## src/rtl/sipq_pkg.sv

```systemverilog
`timescale 1ns / 1ps
// ----------------------------------------------------------------------------
// sipq_pkg
// types, sizes and control structs shared by the sorted insert queue
// ----------------------------------------------------------------------------
package sipq_pkg;

	localparam int QUEUE_DEPTH = 64;
	localparam int NODE_BITS   = 16;

	localparam int ADDR_W  = $clog2(QUEUE_DEPTH);
	localparam int CNT_W   = $clog2(QUEUE_DEPTH + 1);
	localparam int ENTRY_W = NODE_BITS + 32;

	typedef enum logic [1:0] {
		REQ_APPEND = 2'd0,
		REQ_INSERT = 2'd1,
		REQ_POP    = 2'd2,
		REQ_CLEAR  = 2'd3
	} req_type_t;

	typedef struct packed {
		req_type_t          req_type;
		logic [15:0]        node_id;
		logic signed [31:0] cost;
	} request_t;

	typedef struct packed {
		logic [15:0]        pop_node_id;
		logic signed [31:0] pop_cost;
		logic               pop_valid;
		logic               queue_empty;
		logic [6:0]         queue_count;
		logic               overflow;
	} result_t;

	typedef struct packed {
		logic [NODE_BITS-1:0] node;
		logic signed [31:0]   cost;
	} entry_t;

	// controller to datapath
	typedef struct packed {
		logic latch_req;
		logic do_append;
		logic do_clear;
		logic set_ovf;
		logic scan_start;
		logic scan_step;
		logic scan_tail;
		logic pop_take;
	} ctrl_cmd_t;

	// datapath to controller
	typedef struct packed {
		req_type_t  req_type;
		logic       full;
		logic       empty;
		logic       scan_last;
		logic [CNT_W-1:0] count;
	} dp_status_t;

endpackage

```

## src/rtl/sorted_insert_priority_queue_core.sv

```systemverilog
`timescale 1ns / 1ps
// ----------------------------------------------------------------------------
// sorted_insert_priority_queue_core
// bounded cost-ordered queue with append, sorted insert, pop and clear
// ----------------------------------------------------------------------------
// sequence: append, clear, an empty pop, an insert into an empty queue or a
//   dropped write go from decode to the result; a pop waits for the head read;
//   a sorted insert into a nonempty queue scans every entry, then writes the tail
// handshake: busy is low again in the cycle done is shown, so a new item is
//   taken only once the last is through; the insert scan visits one stored entry
//   per cycle through the single read and single write port of the entry ram
// reset: arst_n clears the count and pointers, the queue comes up empty;
//   entry contents are not cleared; results cannot be stalled by the receiver
module sorted_insert_priority_queue_core (
	input  logic               clk,
	input  logic               arst_n,
	input  logic               start,
	output logic               busy,
	input  sipq_pkg::request_t request,
	output logic               done,
	output sipq_pkg::result_t  result
);

	// command and status between sequencer and datapath
	sipq_pkg::ctrl_cmd_t  cmd;
	sipq_pkg::dp_status_t st;

	// sequencer: decodes the latched request and walks the insert scan
	sipq_ctrl u_ctrl (
		.clk   (clk),
		.arst_n(arst_n),
		.start (start),
		.busy  (busy),
		.done  (done),
		.cmd   (cmd),
		.st    (st)
	);

	// datapath: circular entry ram, pointers, count and result registers
	sipq_dp u_dp (
		.clk    (clk),
		.arst_n (arst_n),
		.request(request),
		.cmd    (cmd),
		.st     (st),
		.result (result)
	);

	// an accepted item always makes the block busy for the next cycle
	a_accept_busy: assert property (@(posedge clk) disable iff (!arst_n)
		(start && !busy) |=> busy)
		else $error("accepted item did not raise busy");

	// the result strobe only shows while new items may be taken
	a_done_not_busy: assert property (@(posedge clk) disable iff (!arst_n)
		done |-> !busy)
		else $error("result shown while busy");

	// a popped entry and a dropped write never come together
	a_pop_ovf_excl: assert property (@(posedge clk) disable iff (!arst_n)
		done |-> !(result.pop_valid && result.overflow))
		else $error("pop valid and overflow both set");

	// empty flag agrees with the held count
	a_empty_count: assert property (@(posedge clk) disable iff (!arst_n)
		done |-> (result.queue_empty == (st.count == '0)))
		else $error("empty flag disagrees with count");

	// the count never runs past the queue depth
	a_count_bound: assert property (@(posedge clk) disable iff (!arst_n)
		st.count <= sipq_pkg::CNT_W'(sipq_pkg::QUEUE_DEPTH))
		else $error("count beyond queue depth");

endmodule

```

## src/rtl/sipq_ram.sv

```systemverilog
`timescale 1ns / 1ps
// ----------------------------------------------------------------------------
// sipq_ram
// generic simple dual port ram, one write port, one registered read port
// ----------------------------------------------------------------------------
module sipq_ram #(
	parameter int WIDTH = 8,
	parameter int DEPTH = 16
) (
	input  logic                     clk,
	input  logic                     we,
	input  logic [$clog2(DEPTH)-1:0] waddr,
	input  logic [WIDTH-1:0]         wdata,
	input  logic [$clog2(DEPTH)-1:0] raddr,
	output logic [WIDTH-1:0]         rdata
);

	logic [WIDTH-1:0] mem_q [DEPTH];
	logic [WIDTH-1:0] rdata_q;

	always_ff @(posedge clk) begin
		if (we) begin
			mem_q[waddr] <= wdata;
		end
		rdata_q <= mem_q[raddr];
	end

	assign rdata = rdata_q;

endmodule

```

## src/rtl/sipq_ctrl.sv

```systemverilog
`timescale 1ns / 1ps
// ----------------------------------------------------------------------------
// sipq_ctrl
// request sequencer: decode, pop read, insert scan and result strobe
// ----------------------------------------------------------------------------
module sipq_ctrl (
	input  logic                 clk,
	input  logic                 arst_n,
	input  logic                 start,
	output logic                 busy,
	output logic                 done,
	output sipq_pkg::ctrl_cmd_t  cmd,
	input  sipq_pkg::dp_status_t st
);

	typedef enum logic [2:0] {
		S_IDLE,
		S_EXEC,
		S_POP_WAIT,
		S_SCAN,
		S_TAIL,
		S_RESP
	} state_t;

	state_t state_q;
	state_t state_d;
	logic   busy_q;
	logic   done_q;

	always_comb begin
		cmd     = '0;
		state_d = state_q;
		case (state_q)
			S_IDLE, S_RESP: begin
				if (start) begin
					cmd.latch_req = 1'b1;
					state_d       = S_EXEC;
				end else begin
					state_d = S_IDLE;
				end
			end
			S_EXEC: begin
				state_d = S_RESP;
				case (st.req_type)
					sipq_pkg::REQ_APPEND: begin
						if (st.full) cmd.set_ovf = 1'b1;
						else cmd.do_append = 1'b1;
					end
					sipq_pkg::REQ_INSERT: begin
						if (st.full) begin
							cmd.set_ovf = 1'b1;
						end else if (st.empty) begin
							cmd.do_append = 1'b1;
						end else begin
							cmd.scan_start = 1'b1;
							state_d        = S_SCAN;
						end
					end
					sipq_pkg::REQ_POP: begin
						// head read is issued whenever no scan is stepping, data lands next cycle
						if (!st.empty) state_d = S_POP_WAIT;
					end
					sipq_pkg::REQ_CLEAR: begin
						cmd.do_clear = 1'b1;
					end
					default: begin
						state_d = S_RESP;
					end
				endcase
			end
			S_POP_WAIT: begin
				cmd.pop_take = 1'b1;
				state_d      = S_RESP;
			end
			S_SCAN: begin
				cmd.scan_step = 1'b1;
				if (st.scan_last) state_d = S_TAIL;
			end
			S_TAIL: begin
				cmd.scan_tail = 1'b1;
				state_d       = S_RESP;
			end
			default: begin
				state_d = S_IDLE;
			end
		endcase
	end

	always_ff @(posedge clk or negedge arst_n) begin
		if (!arst_n) begin
			state_q <= S_IDLE;
			busy_q  <= 1'b0;
			done_q  <= 1'b0;
		end else begin
			state_q <= state_d;
			busy_q  <= (state_d != S_IDLE) && (state_d != S_RESP);
			done_q  <= (state_d == S_RESP);
		end
	end

	assign busy = busy_q;
	assign done = done_q;

endmodule

```

## src/rtl/sipq_dp.sv

```systemverilog
`timescale 1ns / 1ps
// ----------------------------------------------------------------------------
// sipq_dp
// circular entry store with head and tail pointers and insert scan datapath
// ----------------------------------------------------------------------------
module sipq_dp (
	input  logic                  clk,
	input  logic                  arst_n,
	input  sipq_pkg::request_t    request,
	input  sipq_pkg::ctrl_cmd_t   cmd,
	output sipq_pkg::dp_status_t  st,
	output sipq_pkg::result_t     result
);

	function automatic logic [sipq_pkg::ADDR_W-1:0] next_ptr(
		input logic [sipq_pkg::ADDR_W-1:0] p
	);
		logic [sipq_pkg::ADDR_W-1:0] n;
		if (p == sipq_pkg::ADDR_W'(sipq_pkg::QUEUE_DEPTH - 1)) n = '0;
		else n = p + 1'b1;
		return n;
	endfunction

	sipq_pkg::request_t           req_q;
	logic [sipq_pkg::ADDR_W-1:0]  head_q;
	logic [sipq_pkg::ADDR_W-1:0]  tail_q;
	logic [sipq_pkg::CNT_W-1:0]   count_q;
	logic [sipq_pkg::ADDR_W-1:0]  sp_q;
	logic [sipq_pkg::CNT_W-1:0]   idx_q;
	logic                         found_q;
	sipq_pkg::entry_t             carry_q;
	logic [sipq_pkg::NODE_BITS-1:0] pop_node_q;
	logic signed [31:0]           pop_cost_q;
	logic                         pop_valid_q;
	logic                         ovf_q;

	sipq_pkg::entry_t             new_entry;
	sipq_pkg::entry_t             rd_entry;
	logic [sipq_pkg::ENTRY_W-1:0] rdata;
	logic                         we;
	logic [sipq_pkg::ADDR_W-1:0]  waddr;
	sipq_pkg::entry_t             wdata;
	logic [sipq_pkg::ADDR_W-1:0]  raddr;
	logic                         take;

	assign new_entry.node = sipq_pkg::NODE_BITS'(req_q.node_id);
	assign new_entry.cost = req_q.cost;
	assign rd_entry       = sipq_pkg::entry_t'(rdata);

	// displace from the first entry whose cost is not below the new one
	assign take = found_q || !($signed(rd_entry.cost) < $signed(req_q.cost));

	always_comb begin
		we    = 1'b0;
		waddr = tail_q;
		wdata = new_entry;
		if (cmd.do_append) begin
			we = 1'b1;
		end else if ((cmd.scan_step && take) || cmd.scan_tail) begin
			we    = 1'b1;
			waddr = sp_q;
			wdata = carry_q;
		end
	end

	assign raddr = cmd.scan_step ? next_ptr(sp_q) : head_q;

	sipq_ram #(
		.WIDTH(sipq_pkg::ENTRY_W),
		.DEPTH(sipq_pkg::QUEUE_DEPTH)
	) u_ram (
		.clk  (clk),
		.we   (we),
		.waddr(waddr),
		.wdata(wdata),
		.raddr(raddr),
		.rdata(rdata)
	);

	always_ff @(posedge clk or negedge arst_n) begin
		if (!arst_n) begin
			head_q      <= '0;
			tail_q      <= '0;
			count_q     <= '0;
			pop_valid_q <= 1'b0;
			ovf_q       <= 1'b0;
			found_q     <= 1'b0;
		end else begin
			if (cmd.latch_req) begin
				pop_valid_q <= 1'b0;
				ovf_q       <= 1'b0;
			end
			if (cmd.set_ovf) ovf_q <= 1'b1;
			if (cmd.do_append || cmd.scan_tail) begin
				tail_q  <= next_ptr(tail_q);
				count_q <= count_q + 1'b1;
			end
			if (cmd.do_clear) begin
				head_q  <= '0;
				tail_q  <= '0;
				count_q <= '0;
			end
			if (cmd.pop_take) begin
				head_q      <= next_ptr(head_q);
				count_q     <= count_q - 1'b1;
				pop_valid_q <= 1'b1;
			end
			if (cmd.scan_start) begin
				found_q <= 1'b0;
			end else if (cmd.scan_step && take) begin
				found_q <= 1'b1;
			end
		end
	end

	always_ff @(posedge clk) begin
		if (cmd.latch_req) begin
			req_q      <= request;
			pop_node_q <= '0;
			pop_cost_q <= '0;
		end
		if (cmd.pop_take) begin
			pop_node_q <= rd_entry.node;
			pop_cost_q <= rd_entry.cost;
		end
		if (cmd.scan_start) begin
			sp_q    <= head_q;
			idx_q   <= '0;
			carry_q <= new_entry;
		end else if (cmd.scan_step) begin
			sp_q  <= next_ptr(sp_q);
			idx_q <= idx_q + 1'b1;
			if (take) carry_q <= rd_entry;
		end
	end

	assign st.req_type  = req_q.req_type;
	assign st.full      = (count_q == sipq_pkg::CNT_W'(sipq_pkg::QUEUE_DEPTH));
	assign st.empty     = (count_q == '0);
	assign st.scan_last = (idx_q == count_q - 1'b1);
	assign st.count     = count_q;

	assign result.pop_node_id = 16'(pop_node_q);
	assign result.pop_cost    = pop_cost_q;
	assign result.pop_valid   = pop_valid_q;
	assign result.queue_empty = (count_q == '0);
	assign result.queue_count = 7'(count_q);
	assign result.overflow    = ovf_q;

endmodule

```

## config.mk

```make
export PLATFORM = sky130hd
export DESIGN_NAME = sorted_insert_priority_queue_core
export DESIGN_NICKNAME = d
export VERILOG_FILES = /design/src/rtl/sipq_pkg.sv /design/src/rtl/sorted_insert_priority_queue_core.sv /design/src/rtl/sipq_ram.sv /design/src/rtl/sipq_ctrl.sv /design/src/rtl/sipq_dp.sv
export SDC_FILE = /design/constraint.sdc
export NUM_CORES = 2
export LEC_CHECK = 0
export BUFFER_PORTS_ARGS = -buffer_cell sky130_fd_sc_hd__buf_2
export CAP_MARGIN = 25
export CORE_ASPECT_RATIO = 0.6
export CORE_MARGIN = 1
export CORE_UTILIZATION = 60
export CTS_CLUSTER_DIAMETER = 40
export DETAILED_ROUTE_END_ITERATION = 16
export PLACE_DENSITY = 0.84
export SLEW_MARGIN = 20
export SYNTH_ARGS = -nofsm -noshare
export SYNTH_HDL_FRONTEND = slang
export SYNTH_SLANG_ARGS = --single-unit
export TNS_END_PERCENT = 50
```

## constraint.sdc

```tcl
create_clock -name clk -period 7.6 [get_ports clk]
set_input_delay 1.14 -clock clk [delete_from_list [all_inputs] [get_ports clk]]
set_output_delay 1.14 -clock clk [all_outputs]
set_load 0.02 [all_outputs]
```

==> impl_results.md <==
- Outcome: complete, no violations
- Port Buffer Count: 112
- Critical Path Max Stage Delay: 0.85 ns
- Synth Net Count: 8951
- Post-DP HPWL: 215 mm
- Critical path, cell by cell: inv_1, ha_1, nand4_1, nor3_2, nand3_1, a2111oi_4, nor4_2, buf_4, or4_1, a22oi_2, buf_4
- Initial antenna violation count: 28
- Routed len/inst: 32.2 microns
- CP startpoint kind: flop
- Synth top area share: 73.1%
- Pre-CTS setup slack: 2.27 ns
- Worst Path Required: 8.07 ns
- Final Max Slew Viols: 0
- DP Cell Count: 11.6k
- Max-Cap Viols: 0
- Layout cells sized above 1: 9.82%
- Worst hold path class: input pin to async pin
- Rel. slew slack: 18.8%
- Crit path setup slack, layout: 2.07 ns
- Synth unique cells: 61
- Final hold violation count: 0
- Fillers: 13.6k
- Layout Utilization: 67.1%
- Most used flip-flop cell after synthesis: edfxtp_1
- TritonCTS clock tree: built
- Largest net degree at the start of global routing: 160
- Slowest cell on crit path: or4_1
- Vias in the first global route: 78.6k
- Worst vdd ir: 0.000335 V
- Post-synth EDFFs: 3224
- Cell Pwr Density: 394 mW/mm^2
- Leakage power: 49.4 nW
- First-pass DRT Iterations: 9
- CP dominant cell by count: buf_4
- GP Congestion: 0.952
- Hold_buf cts: 0
- Mean Syn Cell Area: 15.0 sq um
- Gates resized, CTS repair: 0
- Syn Std Cell Area: 0.132 sq mm
- DR vias/cell: 6.87
- # Post-CTS Setup Buffers: 0
- Number of synthesized register bits: 3306
- Setup TNS: 0 ns
- Final ANT Viol Nets: 0
- FF/Latch Area: 0.0986 sq mm
- Main area contributors after synthesis: edfxtp_1 (73%), mux2i_1 (10%), nand2_1 (4.7%)
- DR vias: 83.0k
- Crit. End Element: flop
- Worst skew pair latency: 0.89 ns
- Most frequent cell after synthesis: edfxtp_1
- Root Buffer: clkbuf_16
- Achievable Freq: 0.181 GHz
- Clk pin slew, worst setup/hold paths: 0.07 ns
- Final net count: 9047
- Site Rows: 133
- Fin crit share: 72.8%
- Height of the die: 366 microns
- Clock share of power: 25.2%
- Crit Path Class: flop to flop
- Die ar.: 0.223 sq mm
- Final wirelength: 389 mm
- Starting Density: 60.4%
- Yosys warnings: 0
- CTS max path bufs: 4
- Ys async rst share: 0.817%
- Pwr Total: 57.9 mW
- Layout Area Growth over Synthesis: 11.0%
- Total CTS buffers: 292
- Sequential area share after synthesis: 74.4%
- Slew @ Worst Pin: 1.22 ns
- Post-Synthesis Cells: 8857
- GR Overflow Total: 0
- Critical path fanouts, max: 41
- Die Wd: 609 microns
- Min Tclk post-route: 5.53 ns
- RSZ-0062 raised after global routing: no
- Internal: 37.2 mW
- First-pass GRT wire length: 548 mm
- Post-synth top cells: edfxtp_1 (3224), nand2_1 (1664), mux2i_1 (1358), nand3_1 (1191), clkbuf_1 (378)
- NetSw: 20.7 mW
- Arrival @ worst endpoint: 6.01 ns
- Synth area leader: edfxtp_1
- Area occupied by multi-input gates: 0.0323 sq mm
- Global Route Usage Sum: 34.1%
- Drc violations: 0
- Flop pwr share: 42.5%
- Sw Ratio: 35.7%
- Ports: 113
- Core outline area: 0.219 sq mm
- # H-tree levels: 5
- Initial DRC count: 16.6k
- Fin Clk Skew: 0.0678 ns
- Final setup vio count: 0
- Comb pwr share: 32.2%
- Final non-filler cell total: 12.1k
- CTS Sinks: 3306
[cells in the final DEF (no fill, tap or decap), types with 10 or more instances in the layout]
cell	count
clkinv_1	57
nand2_1	1662
and2_1	54
clkbuf_8	11
a22oi_2	64
ha_1	41
mux2i_1	1358
dfxtp_1	55
bufinv_16	17
nand3_1	1190
clkinv_2	39
o21ai_4	32
xor2_1	14
inv_1	39
a21oi_1	25
o21ai_0	70
buf_4	190
diode_2	11
xnor2_1	14
and4_1	49
buf_2	112
edfxtp_1	3224
nor2b_1	10
buf_12	38
dfrtp_1	27
nor2_1	43
nand4_1	12
mux2_2	10
clkbuf_16	301
clkbuf_1	56
buf_16	12
a32oi_1	191
[cell type report]
| cell class | count | area share [%] |
|---|---|---|
| timing repair buffer | 356 | 2.13 |
| sequential | 3306 | 67.1 |
| inverter | 40 | 0.102 |
| multi-input combinational | 4957 | 22.0 |
| clock inverter | 145 | 0.873 |
| tap | 2902 | 2.47 |
| clock buffer | 368 | 5.37 |
| antenna | 11 | 0.0187 |
[stage by stage]
stage	hold slack (ns)	area, sq um
after floorplan	0.440	132000
after detailed placement	0.467	138000
after global placement	0.467	137000
final	0.358	147000
after global routing	0.390	147000
after CTS	0.352	147000
[worst paths after layout]
| path | startpoint | slack (ns) | cells past startpoint | endpoint |
|---|---|---|---|---|
| min in group clk | request[35] | 0.43 | 1 | u_dp.new_entry[35]$_DFFE_PP_ |
| setup reg to reg | u_dp.new_entry[31]$_DFFE_PP_ | 2.07 | 11 | u_dp.u_ram.mem_q[34][9]$_DFFE_PP_ |
| max in group asynchronous | arst_n | 6.68 | 1 | u_dp.tail_q[5]$_DFFE_PN0P_ |
| hold / removal | arst_n | 0.36 | 1 | u_dp.count_q[5]$_DFFE_PN0P_ |
| hold reg to reg | u_dp.ovf_q$_DFFE_PN0P_ | 0.49 | 2 | u_dp.ovf_q$_DFFE_PN0P_ |
| setup / recovery | u_dp.new_entry[31]$_DFFE_PP_ | 2.07 | 11 | u_dp.u_ram.mem_q[34][9]$_DFFE_PP_ |
[power groups by stage]
stage	combinational (mW)	clock, mW	sequential [mW]
6_report	18.7	14.6	24.6
5_1_grt	19.3	15.3	24.7
4_1_cts	17.8	14.6	24.6
3_5_place_dp	17.6	0	25.0
3_3_place_gp	16.8	0	24.9
2_1_floorplan	11.0	0	25.1
[layer usage]
| layer | up-vias | track usage, % | wire length (microns) |
|---|---|---|---|
| met5 | - | 0.192 | 247 |
| met4 | 28 | 15.2 | 20500 |
| met3 | 1276 | 14.0 | 71200 |
| met2 | 7925 | 46.0 | 158000 |
| met1 | 40225 | 48.7 | 139000 |
| li1 | 33568 | - | - |
[critical path, delay by kind of cell (launching register included)]
family | cells | cell delay (ns)
flops | 1 | 0.34
fa+ha+maj | 1 | 0.52
simple gates | 5 | 1.85
buf+inv | 3 | 1.15
compound gates | 2 | 1.16
[flip-flops by register name, indices dropped and copies added (netlist names), 6 cells and up]
signal and flops:
u_dp.u_ram.mem_q 3072, u_dp.carry_q 48, u_dp.new_entry 48, u_dp.u_ram.rdata 48
u_dp.pop_cost_q 32, u_dp.pop_node_q 16, u_dp.count_q 7, u_dp.idx_q 7
u_dp.head_q 6, u_dp.sp_q 6, u_dp.tail_q 6
[kinds of logic (layout without fill, tap and decap cells)]
| logic type | after synthesis | in the layout | share of synthesized area, % |
|---|---|---|---|
| AO/OA/AOI/OAI | 432 | 432 | 2.42 |
| XOR/XNOR | 28 | 28 | 0.185 |
| adder cells (fa/ha/maj) | 41 | 41 | 0.387 |
| buffers and inverters | 594 | 909 | 1.85 |
| flip-flops | 3306 | 3306 | 74.4 |
| multiplexers | 1375 | 1375 | 10.4 |
| other | 0 | 11 | 0 |
| AND/OR/NAND/NOR | 3081 | 3081 | 10.3 |
(Power assumes the default switching activity.)
